===== src/rtl/fhp_pkg.sv =====
// fhp_pkg: shared types and constants for the fir filter with history preload
// no dependencies; used by every module of the block
`default_nettype none

package fhp_pkg;

	localparam int SAMPLE_W  = 16;
	localparam int COEF_W    = 16;
	localparam int FRAC_BITS = 14;
	localparam int NREGS     = 8;
	localparam int CFG_IDX_W = 3;
	localparam int PROD_W    = SAMPLE_W + COEF_W;
	localparam int PAIR_W    = PROD_W + 1;
	localparam int ACC_W     = PROD_W + 3;
	localparam int QDEPTH    = 2;
	localparam int QPTR_W    = 1;
	localparam int QCNT_W    = 2;

	localparam logic CMD_FILTER = 1'b0;
	localparam logic CMD_FILL   = 1'b1;

	typedef logic signed [COEF_W-1:0] coef_t;

	typedef struct packed {
		logic                       command;
		logic signed [SAMPLE_W-1:0] sample;
	} item_t;

	typedef struct packed {
		logic signed [SAMPLE_W-1:0] filtered;
		logic                       saturated;
	} result_t;

	typedef struct packed {
		logic              full;
		logic              empty;
		logic [QCNT_W-1:0] count;
	} q_stat_t;

endpackage

`default_nettype wire


===== src/rtl/fhp_queue.sv =====
// fhp_queue: short fifo between front and back end
// depends on fhp_pkg
`default_nettype none

module fhp_queue #(
	parameter int W = 128
) (
	input  wire                  clk,
	input  wire                  arst_n,
	input  wire                  push,
	input  wire  [W-1:0]         push_data,
	input  wire                  pop,
	output logic [W-1:0]         head,
	output fhp_pkg::q_stat_t     stat
);

	logic [W-1:0]                     mem_q [fhp_pkg::QDEPTH];
	logic [fhp_pkg::QPTR_W-1:0]       wr_ptr_q;
	logic [fhp_pkg::QPTR_W-1:0]       rd_ptr_q;
	logic [fhp_pkg::QCNT_W-1:0]       count_q;

	assign head       = mem_q[rd_ptr_q];
	assign stat.count = count_q;
	assign stat.full  = (count_q == fhp_pkg::QCNT_W'(fhp_pkg::QDEPTH));
	assign stat.empty = (count_q == '0);

	always_ff @(posedge clk) begin
		if (push) begin
			mem_q[wr_ptr_q] <= push_data;
		end
	end

	always_ff @(posedge clk or negedge arst_n) begin
		if (!arst_n) begin
			wr_ptr_q <= '0;
			rd_ptr_q <= '0;
			count_q  <= '0;
		end else begin
			if (push) begin
				wr_ptr_q <= wr_ptr_q + fhp_pkg::QPTR_W'(1);
			end
			if (pop) begin
				rd_ptr_q <= rd_ptr_q + fhp_pkg::QPTR_W'(1);
			end
			unique case ({push, pop})
				2'b10:   count_q <= count_q + fhp_pkg::QCNT_W'(1);
				2'b01:   count_q <= count_q - fhp_pkg::QCNT_W'(1);
				default: count_q <= count_q;
			endcase
		end
	end

endmodule

`default_nettype wire


===== config.mk =====
export PLATFORM = sky130hd
export DESIGN_NAME = fhp_queue
export DESIGN_NICKNAME = d
export VERILOG_FILES = /design/src/rtl/fhp_pkg.sv /design/src/rtl/fhp_queue.sv
export SDC_FILE = /design/constraint.sdc
export NUM_CORES = 1
export LEC_CHECK = 0
export ABC_AREA = 1
export ABC_CLOCK_PERIOD_IN_PS = 7200
export CORE_UTILIZATION = 62
export CTS_BUF_LIST = sky130_fd_sc_hd__clkbuf_16
export CTS_CLUSTER_SIZE = 25
export DETAILED_ROUTE_END_ITERATION = 8
export DONT_BUFFER_PORTS = 1
export HOLD_SLACK_MARGIN = 0.06
export PLACE_DENSITY_LB_ADDON = 0.08
export SYNTH_ARGS = -nofsm -noshare
export SYNTH_HDL_FRONTEND = slang
export SYNTH_SLANG_ARGS = --single-unit
export TNS_END_PERCENT = 5

===== constraint.sdc =====
create_clock -name clk -period 7.2 [get_ports clk]
set_input_delay 2.16 -clock clk [delete_from_list [all_inputs] [get_ports clk]]
set_output_delay 2.16 -clock clk [all_outputs]
set_load 0.005 [all_outputs]

# ---- Word level (Yosys, flattened, before mapping)
# Memories as Yosys holds them, arrays and structs flattened.
# Index checks and enable logic that the tools add are counted.
dict set report word_totals {
  regBits 4
  mem_bits_rw 256
  inputBits 132
  word_cells 16
  mem_count 1
}
# name depth word_bits read_ports rd_ports_with_merged_regs write_ports line
set memory_table {}
lappend memory_table {mem_q 2 128 1 0 1 fhp_queue.sv:17} ;# logic [W-1:0] mem_q [fhp_pkg::QDEPTH];
dict set report classes {
  addsub 4
  eq_ne 3
  mux 3
  reduce_logical 2
}
# op count
set op_table {}
lappend op_table {{equality test 2 bit (second input constant)} 2}
lappend op_table {{case mux 2 bit (2 select lines)} 1}
lappend op_table {{adder 1 bit (second input constant)} 2}
lappend op_table {{adder 2 x 1 -> 2 bit (second input constant)} 1}
lappend op_table {{equality test 2 x 1 -> 1 bit (second input constant)} 1}
lappend op_table {{logical NOT 2 bit} 1}
lappend op_table {{two-way mux 1 bit} 2}
lappend op_table {{nonzero test 2 bit} 1}
lappend op_table {{subtractor 2 x 1 -> 2 bit (second input constant)} 1}

# ---- Depth between registers and ports, before layout
dict set report depth {
  ltp_word 2
  ltp_mapped 7
  mapped_depth_nobuf 7
}

# ---- Worst setup path before layout
# OpenSTA, ideal clock, no wires.
dict set report synth_timing {
  path_kind {input to register}
  start {input port push}
  end {memory mem_q[0][0], enable pin}
  setup_ps 620
  arrival_ps 7579
  slack_ps -1000
  stages 2
  cell_sequence {inv_1 nor2_1}
}
dict set report synth_between {
  elab_chain_cells 2
}
# item line
set synth_lines {}
lappend synth_lines {{from (decl)} fhp_queue.sv:10} ;# input wire push,
lappend synth_lines {{two-way mux 1 bit} fhp_queue.sv:28} ;# if (push) begin
lappend synth_lines {{two-way mux 1 bit (not written as such)} fhp_queue.sv:29} ;# mem_q[wr_ptr_q] <= push_data;
lappend synth_lines {{to (decl)} fhp_queue.sv:17}
# No other way between the ends.

# ---- Worst setup path in the final report
dict set report layout_timing {
  start {register rd_ptr_q}
  end {output port head[61]}
}
dict set report layout_between {
  elab_chain_cells 1
}
# item line
set layout_lines {}
lappend layout_lines {{from (decl)} fhp_queue.sv:19} ;# logic [fhp_pkg::QPTR_W-1:0] rd_ptr_q;
lappend layout_lines {{from (signal assigned)} fhp_queue.sv:43} ;# rd_ptr_q <= rd_ptr_q + fhp_pkg::QPTR_W'(1);
lappend layout_lines {{memory (2 x 128 bit)} n/a}
lappend layout_lines {{to (decl)} fhp_queue.sv:13} ;# output logic [W-1:0] head,
# No other way between the ends.

==> results.py <==
metrics = {
    "outcome": {
        "status": "complete, no violations",
    },
    "floorplanning": {
        "die_w_um": 126.7,
        "dieArea_um2": 16050,
        "initial_core_util_pct": 63.41,
        "coreArea_um2": 15200,
        "placementRows": 45,
        "io_pins": 264,
        "fp.dieH_um": 126.7,
    },
    "clock_network": {
        "cts_setup_buffers": 0,
        "clk_pin_slew_ns": 0.06,
        "postCtsHoldBufs": 0,
        "clkLatencyLatePin_ns": 0.51,
        "cts_tree": "done",
        "htreeDepth": 1,
        "cts-root-buf": "clkbuf_16",
        "clk_path_buf_depth": 3,
        "cts_resized": 0,
        "cts.sinks": 260,
        "numCtsBuffers": 26,
    },
    "global_route": {
        "antenna_found_initial": 0,
        "gr-usage-all-layers_pct": 20.81,
        "grt_start_max_net_pins": 131,
        "grt_pass1_wl_um": 25060,
        "grt_overflow": 0,
        "grt_pass1_vias": 4720,
    },
    "setup_path": {
        "arrival_ns": 2.48,
        "crit_path_end_kind": "output pin",
        "required_ns": 5.04,
        "worstSetupPathType": "flop to output pin",
        "crit_fanout": 130,
        "start_kind": "flop",
    },
    "yosys": {
        "synth-seq-cells": 260,
        "syn_avg_cell_area_um2": 13.93,
        "yosysUniqueCellTypes": 14,
        "synth_nets": 825,
        "synthCells": 692,
        "synth_area_um2": 9639,
        "yosysWarningCount": 0,
        "synth_seq_area_share_pct": 80.79,
    },
    "placement": {
        "dp.cells": 855,
        "hpwlAfterDp_um": 10750,
        "routabilityCongestion": 0.7307,
        "io_buffer_count": 0,
        "place_area_um2": 9788,
    },
    "timing": {
        "setup_viol": 0,
        "period_needed_ns": 4.636,
        "fmax_mhz": 215.7,
        "finClkSkew_ns": 0.01325,
        "finalHoldViolCount": 0,
        "setup_tns_ns": 0,
        "rsz0062_at_grt": "false",
        "finalMaxSlewViolations": 0,
        "tightest_slew_ns": 1.120,
        "relSlewSlack_pct": 25.34,
        "period_share_pct": 64.39,
    },
    "cells_and_area": {
        "layout-drive-gt1-share_pct": 6.434,
        "fin_area_um2": 10720,
        "layout_commonest_cell": "edfxtp_1",
        "nets": 828,
        "area_delta_synth_final_pct": 11.16,
        "finalNonFillerCells": 903,
        "nFillCells": 1028,
        "final_core_util_pct": 70.49,
        "final_cell_mix": "edfxtp_1, inv_1, nand2_1",
        "antenna-diode-count": 0,
    },
    "route": {
        "drc": 0,
        "routed_via_density": 5.348,
        "drtAntennaViolNets": 0,
        "num_vias": 4829,
        "first_iter_violations": 294,
        "wirelength_um": 17050,
        "wire_per_inst_um": 18.88,
        "drt-pass1-iter-count": 5,
    },
    "power": {
        "p_leak_nw": 4.146,
        "p_per_area_nw_per_um2": 403.3,
        "ir_worst_vdd_v": 0.0004775,
    },
    "flow_run": {
        "maxCapViolCount": 0,
    },
    "worst_hold_path": {
        "hold_class": "flop to flop",
    },
}
[sequential cells by signal, summed over array words and instances (netlist names)]
register,flops
rd_ptr_q,1
wr_ptr_q,1
count_q,2
mem_q,256
[critical path, stage by stage, from the launching register on]
cell and delay [ns]:
dfrtp_4 1.15, buf_12 0.47, nand2_1 0.11, o21ai_0 0.19
[report_power, final]
| part | total [mW] | internal [mW] | switching, mW |
|---|---|---|---|
| Clock | 1.42 | 0.892 | 0.523 |
| Sequential | 2.17 | 2.01 | 0.163 |
| Combinational | 0.732 | 0.171 | 0.562 |
| Total | 4.32 | 3.07 | 1.25 |
[metrics by stage]
stage	setup WS (ns)	total power [mW]	hold slack [ns]
2_1_floorplan	1.237	2.770	0.4810
6_report	2.564	4.321	0.5481
4_1_cts	2.530	4.369	0.5501
3_3_place_gp	3.076	2.923	0.5332
5_1_grt	2.333	4.541	0.5672
3_5_place_dp	3.045	2.956	0.5423
[kinds of logic after synthesis]
| kind of cell | share of synthesized area, % |
|---|---|
| adder cells (fa/ha/maj) | 0.1298 |
| flip-flops | 80.79 |
| AO/OA/AOI/OAI | 6.646 |
| AND/OR/NAND/NOR | 5.413 |
| buffers and inverters | 6.750 |
| XOR/XNOR | 0.2726 |
[layer usage]
metal,wire (µm),vias to the layer above,global-route usage [%]
li1,-,2340,-
met1,5822,2268,22.76
met2,8896,195,36.33
met3,1977,26,9.152
met4,352,0,7.003
met5,0,-,0
[synthesized netlist by cell type]
master,count,area [µm²]
buf_2,22,110.1
nand3_1,1,5.000
inv_1,134,503.0
clkbuf_1,2,7.510
nand2_1,133,499.2
ha_1,1,12.51
dfrtp_1,4,100.1
xnor2_1,1,8.760
o21ai_0,128,640.6
nor2_1,3,11.26
buf_4,4,30.03
nand4_1,1,6.260
xor2_1,2,17.52
edfxtp_1,256,7687
[final cells by class]
| type | count | area, µm² | share of cell area (%) |
|---|---|---|---|
| inverter | 134 | 505.5 | 4.717 |
| sequential | 260 | 7791 | 72.71 |
| clock buffer | 27 | 675.6 | 6.305 |
| clock inverter | 21 | 251.5 | 2.347 |
| timing repair buffer | 3 | 47.55 | 0.4437 |
| tap | 188 | 235.2 | 2.195 |
| multi-input combinational | 270 | 1209 | 11.28 |
[final timing paths]
check	startpoint	end	slack [ns]	cells after the start
worst min-delay path	wr_ptr_q$_DFFE_PN0P_	wr_ptr_q$_DFFE_PN0P_	0.55	1
worst min register to register	wr_ptr_q$_DFFE_PN0P_	wr_ptr_q$_DFFE_PN0P_	0.55	1
worst max register to register	wr_ptr_q$_DFFE_PN0P_	mem_q[1][78]$_DFFE_PP_	4.76	3
worst max-delay path	rd_ptr_q$_DFFE_PN0P_	head[61]	2.56	3
max in group asynchronous	arst_n	rd_ptr_q$_DFFE_PN0P_	5.78	0
min in group asynchronous	arst_n	count_q[1]$_DFFE_PN0P_	1.34	0
Power figures use the tool's default switching activity.
