<file path="config.mk">
export PLATFORM = sky130hd
export DESIGN_NAME = fhp_front
export DESIGN_NICKNAME = d
export VERILOG_FILES = /design/src/rtl/fhp_pkg.sv /design/src/rtl/fhp_front.sv
export SDC_FILE = /design/constraint.sdc
export NUM_CORES = 1
export LEC_CHECK = 0
export BUFFER_PORTS_ARGS = -buffer_cell sky130_fd_sc_hd__buf_2
export CORE_UTILIZATION = 54
export CTS_CLUSTER_DIAMETER = 40
export DETAILED_ROUTE_END_ITERATION = 8
export HOLD_SLACK_MARGIN = 0.08
export PLACE_DENSITY = 0.81
export SLEW_MARGIN = 15
export SYNTH_ARGS = -nofsm -noshare
export SYNTH_HDL_FRONTEND = slang
export SYNTH_SLANG_ARGS = --single-unit
export TNS_END_PERCENT = 20
</file>
<file path="constraint.sdc">
create_clock -name clk -period 1.8 [get_ports clk]
set_clock_uncertainty 0.1 [all_clocks]
set_input_delay 0.36 -clock clk [delete_from_list [all_inputs] [get_ports clk]]
set_output_delay 0.36 -clock clk [all_outputs]
set_load 0.005 [all_outputs]
</file>
<file path="src/rtl/fhp_pkg.sv">
// fhp_pkg: shared types and constants for the fir filter with history preload
// no dependencies; used by every module of the block
`default_nettype none

package fhp_pkg;

	localparam int SAMPLE_W  = 16;
	localparam int COEF_W    = 16;
	localparam int FRAC_BITS = 14;
	localparam int NREGS     = 8;
	localparam int CFG_IDX_W = 3;
	localparam int PROD_W    = SAMPLE_W + COEF_W;
	localparam int PAIR_W    = PROD_W + 1;
	localparam int ACC_W     = PROD_W + 3;
	localparam int QDEPTH    = 2;
	localparam int QPTR_W    = 1;
	localparam int QCNT_W    = 2;

	localparam logic CMD_FILTER = 1'b0;
	localparam logic CMD_FILL   = 1'b1;

	typedef logic signed [COEF_W-1:0] coef_t;

	typedef struct packed {
		logic                       command;
		logic signed [SAMPLE_W-1:0] sample;
	} item_t;

	typedef struct packed {
		logic signed [SAMPLE_W-1:0] filtered;
		logic                       saturated;
	} result_t;

	typedef struct packed {
		logic              full;
		logic              empty;
		logic [QCNT_W-1:0] count;
	} q_stat_t;

endpackage

`default_nettype wire

</file>
<file path="src/rtl/fhp_front.sv">
// fhp_front: accepts input beats, keeps the sample history and builds tap operands
// depends on fhp_pkg
`default_nettype none

module fhp_front #(
	parameter int TAPS = 8
) (
	input  wire                                        clk,
	input  wire                                        arst_n,
	input  wire                                        item_valid,
	output logic                                       item_ready,
	input  wire  fhp_pkg::item_t                       item,
	input  wire                                        q_full,
	output logic                                       push,
	output logic [TAPS-1:0][fhp_pkg::SAMPLE_W-1:0]     entry
);

	localparam int HIST = TAPS - 1;

	logic [HIST-1:0][fhp_pkg::SAMPLE_W-1:0] hist_q;
	logic                                   accept;
	logic                                   is_fill;

	assign item_ready = !q_full;
	assign accept     = item_valid && !q_full;
	assign push       = accept;
	assign is_fill    = (item.command == fhp_pkg::CMD_FILL);

	// fill gives every tap the new sample, so the back end sees sample times dc gain
	always_comb begin
		entry[0] = item.sample;
		for (int k = 1; k < TAPS; k++) begin
			entry[k] = is_fill ? item.sample : hist_q[k-1];
		end
	end

	always_ff @(posedge clk or negedge arst_n) begin
		if (!arst_n) begin
			hist_q <= '0;
		end else if (accept) begin
			if (is_fill) begin
				for (int k = 0; k < HIST; k++) begin
					hist_q[k] <= item.sample;
				end
			end else begin
				hist_q[0] <= item.sample;
				for (int k = 1; k < HIST; k++) begin
					hist_q[k] <= hist_q[k-1];
				end
			end
		end
	end

endmodule

`default_nettype wire

</file>
; Word level (Yosys, flattened, before mapping)
; Cells that the tools add are included.
[classes]
n_mux = 8
n_reduce_logical = 2
[ops]
columns = cell, n
row1 = $mux W112, 1
row2 = $mux W16, 7
row3 = $logic_and A1 B1 Y1, 1
row4 = $logic_not A1 Y1, 1
[totals]
word_cells = 17
output_inout_bits = 130
in_bits = 21
ff_bits = 112

; Logic depth before layout (Yosys ltp)
; Gate-level depths: netlist of the first run.
[depth]
ltp_word = 2
ltp_mapped = 5
mapped_depth_nobuf = 2

; Least setup slack after synthesis of the first run
; No wires, ideal clock.
[synth_path]
kind = input to output
from = in item[16] in the netlist's numbering
to = out entry[115] in the netlist's numbering
t_arrival_ps = 1131
setup_slack_ps = 209
path_stages = 3
t_required_ps = 1340
path_buffers = 2
path_cell_list = buf_2 buf_2 mux2_2
[synth_rtl]
columns = item, line_no
row1 = start: declaration, fhp_front.sv:12  ; input wire fhp_pkg::item_t item,
row2 = end: declaration, fhp_front.sv:15  ; output logic [TAPS-1:0][fhp_pkg::SAMPLE_W-1:0] entry

==> results of run 1 <==
## routing by layer
| metal | track usage | wire [microns] |
|---|---|---|
| met1 | 0.264 | 4850 |
| met2 | 0.324 | 5260 |
| met3 | 0.0426 | 511 |
| met4 | 0.0705 | 142 |
| met5 | 0 | 0 |
## kinds of logic after synthesis
family	count (synthesis)
flip-flops	112
buffers and inverters	42
AND/OR/NAND/NOR	1
multiplexers	224
## worst reg2reg max path, cell delays in order (launching register included)
cell and delay, ps:
dfrtp_1 400, mux2_2 290, mux2_2 270
## cell type report
class / count / area, sq um / share of cell area
flip-flops and latches: 112 / 2800 / 0.404
well taps: 136 / 170 / 0.0245
multi-input cells: 225 / 2800 / 0.404
repair buffers: 161 / 945 / 0.136
clock buffers: 11 / 151 / 0.0218
clock inverters: 5 / 61.3 / 0.00884
inverters: 1 / 3.75 / 0.000541
## cell usage in the layout, fill, tap and decap left out, drive strengths merged
cell | Yosys | layout
mux2 | 224 | 224
buf | 40 | 160
dfrtp | 112 | 112
clkbuf | 1 | 11
inv | 1 | 4
nor2b | 1 | 1
bufinv | 0 | 1
clkinv | 0 | 1
dlygate4sd3 | 0 | 1
## per-stage QoR
stage	setup WS [ps]	utilization	hold WS (ps)	area, sq um
floorplan	209	-	-35.6	5910
global placement	53.1	0.641	71.2	6710
detailed placement	41.0	0.641	73.9	6710
CTS	41.6	0.663	195	6930
global route	11.2	0.663	220	6930
finish	39.2	0.663	230	6930
## how the worst max path moves through the flow
stage | from | slack (ps) | end
6_report | item[16] | 40 | entry[24]
5_1_grt | item[16] | 10 | entry[24]
4_1_cts | item[16] | 40 | entry[109]
3_5_place_dp | item[16] | 40 | entry[25]
3_3_place_gp | item[16] | 50 | entry[28]
2_1_floorplan | item[16] | 210 | entry[115]
## power breakdown
part	internal [uW]	leakage, uW	switching [uW]
registers	3130	0.00132	306
logic	1350	0.00187	790
clock network	733	0.000111	840
total	5210	0.00330	1940
==> results_dict.tcl, run 1 <==
set metrics [dict create \
    status "complete, no violations" \
    crit_required_ps 1340 \
    die_w_microns 107 \
    insertion_delay_ps 370 \
    synth_simple_gate_area_frac 0.00106 \
    gp_congestion 0.721 \
    cts_resized 0 \
    synthCells 379 \
    synth_top_area_cell "dfrtp_1" \
    yosys-top-cells-count "mux2_2, dfrtp_1, mux2_4" \
    grt_pass1_wl_microns 17900 \
    root_buffer "clkbuf_8" \
    r2r-end "hist_q[19]" \
    seq_area_frac_synth 0.475 \
    synth_top_flop_cell "dfrtp_1" \
    worstPathCellList "buf_6 > buf_12 > mux2_2 > buf_2" \
    worst_slew_pin_slew_ps 337 \
    post_cts_buffers 0 \
    p_per_area_mw_per_mm2 1030 \
    final_cells 651 \
    tritoncts "yes" \
    clkTransAtPathRegs_ps 100 \
    syn_avg_cell_area_sq_um 15.6 \
    p_leak_uw 0.00330 \
    fmaxAchievable_mhz 568 \
    area_delta_synth_final_pct 17.4 \
    synth_top_family_by_area "multiplexers" \
    antenna_cells 0 \
    die_h_microns 107 \
    largest_registers "hist_q x112" \
    synth_compound_area_frac 0 \
    design.die.area_sq_mm 0.0114 \
    cp.depth 4 \
    hp-class "in2async" \
    cts.sinks 112 \
    grt_antenna_before_repair 0 \
    synth_nets 400 \
    critical_path_class "in2out" \
    fill_cells 786 \
    start_util 0.564 \
    async_reset_ff_frac 1.00 \
    synth.distinct_cells 9 \
    clockBufferDepth 2 \
    holdBufCountCts 1 \
    placed_cells 634 \
    maxCapViolations 0 \
    num_rows 37 \
    core-area_sq_mm 0.0105 \
    drtIter0Drc 123 \
    fin_crit_ps 1760 \
    reg2reg_slack_ps 640 \
    first_global_vias 3535 \
    vias_per_cell 5.33 \
    slowest_stage "mux2_2" \
    worst-path-buf-inv 3 \
    synth_xor_area_frac 0 \
    ys_seq_elements 112 \
    cp_max_fo 26 \
    cts_inserted_buffers 9 \
    wire_per_inst_microns 16.5 \
    drc_errors 0 \
    drive_above_1_share 0.779 \
    peakVddDrop_v 0.000572 \
    io_pins 151 \
    portBuffers 150 \
    cp-start-kind "primary input" \
    end_kind "output port" \
    synth.most_common_cell "mux2_2" \
    setup_violations 0 \
    synthMuxAreaShare 0.472 \
    grt_usage 0.199 \
    critPathMaxStageDelay_ps 370 \
    dp_hpwl_microns 7580 \
    syn_area_sq_mm 0.00591 \
    drv_slew 0 \
    synth_area_leaders "dfrtp_1, mux2_2, mux2_4" \
    synth_top_area_frac 0.475 \
    grt_max_degree 58 \
    vias 3471 \
    ant_nets 0 \
    hold_viol_final 0 \
    grt-ovfl-total 0 \
    rsz0062_at_grt "no" \
    r2r_cells 2 \
    htree_levels 3 \
    cp_top_family "buffers and inverters" \
    tns_ps 0 \
    firstDrtPassIters 4 \
    power_uw 7150 \
    yosysWarnings 0 \
    min_period_over_period 0.978 \
    synthAdderAreaFrac 0 \
    nNetsFinal 531 \
    largest_register_ffs 112 \
    cp.arrival_ps 1300 \
    top_register "hist_q" \
    r2r_start "hist_q[3]" \
    synth_enable_flop_cells 0 \
    relSlewSlack 0.776 \
    drt_wl_total_microns 10800 \
]
No activity file was read; power rests on OpenSTA's default activity.
==> run 2: changes to the inputs <==
--- a/config.mk
+++ b/config.mk
@@ -7,10 +7,12 @@
 export LEC_CHECK = 0
 export BUFFER_PORTS_ARGS = -buffer_cell sky130_fd_sc_hd__buf_2
 export CORE_UTILIZATION = 54
-export CTS_CLUSTER_DIAMETER = 40
+export CTS_CLUSTER_DIAMETER = 100
 export DETAILED_ROUTE_END_ITERATION = 8
 export HOLD_SLACK_MARGIN = 0.08
+export MAX_ROUTING_LAYER = met4
 export PLACE_DENSITY = 0.81
+export RECOVER_POWER = 100
 export SLEW_MARGIN = 15
 export SYNTH_ARGS = -nofsm -noshare
 export SYNTH_HDL_FRONTEND = slang
==> run 2 against run 1 <==
Effect of this change: die area unchanged; largest power group unchanged; wire length up 2.6%; critical endpoint is now entry[102]; highest routed layer unchanged; clock power about the same; worst hold slack worse by 12 ps.
==> results_dict.tcl, run 2 (synthesis gave the netlist of run 1 again) <==
set metrics [dict create \
    busiest_layer "met2" \
    num_rows 37 \
    dp_hpwl_microns 7580 \
    crit_required_ps 1340 \
    firstDrtPassIters 4 \
    tns_ps 0 \
    layout_commonest_cell "mux2_2" \
    worstPathCellList "buf_6 > buf_12 > mux2_1 > buf_2" \
    nNetsFinal 531 \
    gp_congestion 0.729 \
    cts.sinks 112 \
    setup_violations 0 \
    drtIter0Drc 151 \
    largest_registers "hist_q x112" \
    cts_inserted_buffers 9 \
    clockBufferDepth 2 \
    die_w_microns 107 \
    rsz0062_at_grt "no" \
    largest_register_ffs 112 \
    met3_usage 0.0395 \
    fin_crit_ps 1760 \
    top_register "hist_q" \
    drive_above_1_share 0.553 \
    holdBufCountCts 1 \
    core-area_sq_mm 0.0105 \
    vias 3508 \
    grt_max_degree 58 \
    min_period_over_period 0.975 \
    post_cts_buffers 0 \
    ant_nets 0 \
    status "complete, no violations" \
    drt_wl_total_microns 11000 \
    insertion_delay_ps 380 \
    first_global_vias 3532 \
    grt-ovfl-total 0 \
    p_per_area_mw_per_mm2 1040 \
    root_buffer "clkbuf_8" \
    wire_per_inst_microns 17.0 \
    fmaxAchievable_mhz 570 \
    worst_slew_pin_slew_ps 805 \
    cts_resized 0 \
    die_h_microns 107 \
    portBuffers 150 \
    grt_pass1_wl_microns 17900 \
    use_met2 0.326 \
    tritoncts "yes" \
    cp-start-kind "primary input" \
    relSlewSlack 0.463 \
    antenna_cells 0 \
    grt_usage 0.205 \
    clkTransAtPathRegs_ps 100 \
    drv_slew 0 \
    drc_errors 0 \
    io_pins 151 \
    post-place-ws_ps 41.0 \
    area_delta_synth_final_pct 11.8 \
    peakVddDrop_v 0.000568 \
    grt_antenna_before_repair 0 \
    hp-class "in2async" \
    start_util 0.564 \
    hold_viol_final 0 \
    cp.arrival_ps 1300 \
    end_kind "output port" \
    critPathMaxStageDelay_ps 370 \
    cp_max_fo 26 \
    p_leak_uw 0.00291 \
    vias_per_cell 5.39 \
    fin_ws_ps 44.5 \
    maxCapViolations 0 \
    slowest_stage "mux2_1" \
    final_cell_mix "mux2_2, dfrtp_1, buf_2" \
    htree_levels 3 \
    critical_path_class "in2out" \
    design.die.area_sq_mm 0.0114 \
    power_uw 6890 \
    post-route-util 0.631 \
    met1_usage 0.265 \
]
-- run 2: cell types whose count changed in the layout (fill, tap and decap cells not counted), moves of 9 or more --
cell      previous run  this run
buf_2              148       104
clkbuf_1             0        45
mux2_1               0        71
mux2_2             154       145
mux2_4              70         8
-- run 2: metal layers --
metal / up-vias / part of all wire
met4: 0 / 0.015
met5: - / 0
met1: 1791 / 0.46
met2: 88 / 0.48
li1: 1618 / -
met3: 11 / 0.043
-- run 2: cell type report --
cell class                      count  area (sq um)
Sequential cell                   112          2800
Fill cell                         894          3860
Multi-Input combinational cell    225          2570
Clock inverter                      5          61.3
Tap cell                          136           170
Timing Repair Buffer              161           848
Inverter                            1          3.75
Clock buffer                       11           151
-- run 2: per-stage QoR --
step,cell area (sq um),hold WS (ps),instances
6_report,6600,217,651
5_1_grt,6600,228,651
4_1_cts,6930,195,651
3_5_place_dp,6710,73.9,634
3_3_place_gp,6710,71.2,634
2_1_floorplan,5910,-35.6,379
-- run 2: worst paths after layout --
path | start | to | slack, ps | cells past startpoint
max in group asynchronous | arst_n | hist_q[77] | 360 | 3
max reg2reg | hist_q[3] | hist_q[19] | 600 | 2
min reg2reg | hist_q[43] | hist_q[43] | 410 | 1
min in group clk | item[1] | hist_q[1] | 380 | 2
max | item[16] | entry[102] | 40 | 4
min | arst_n | hist_q[6] | 220 | 2
-- run 2: worst max-delay path, delay by kind of cell --
| family | cells | cell delay (ps) |
|---|---|---|
| muxes | 1 | 370 |
| buffers and inverters | 3 | 540 |
-- run 2: power breakdown --
part           internal [uW]  switching, uW
Clock                    733            854
Sequential              3130            285
Combinational           1100            796
Total                   4960           1930
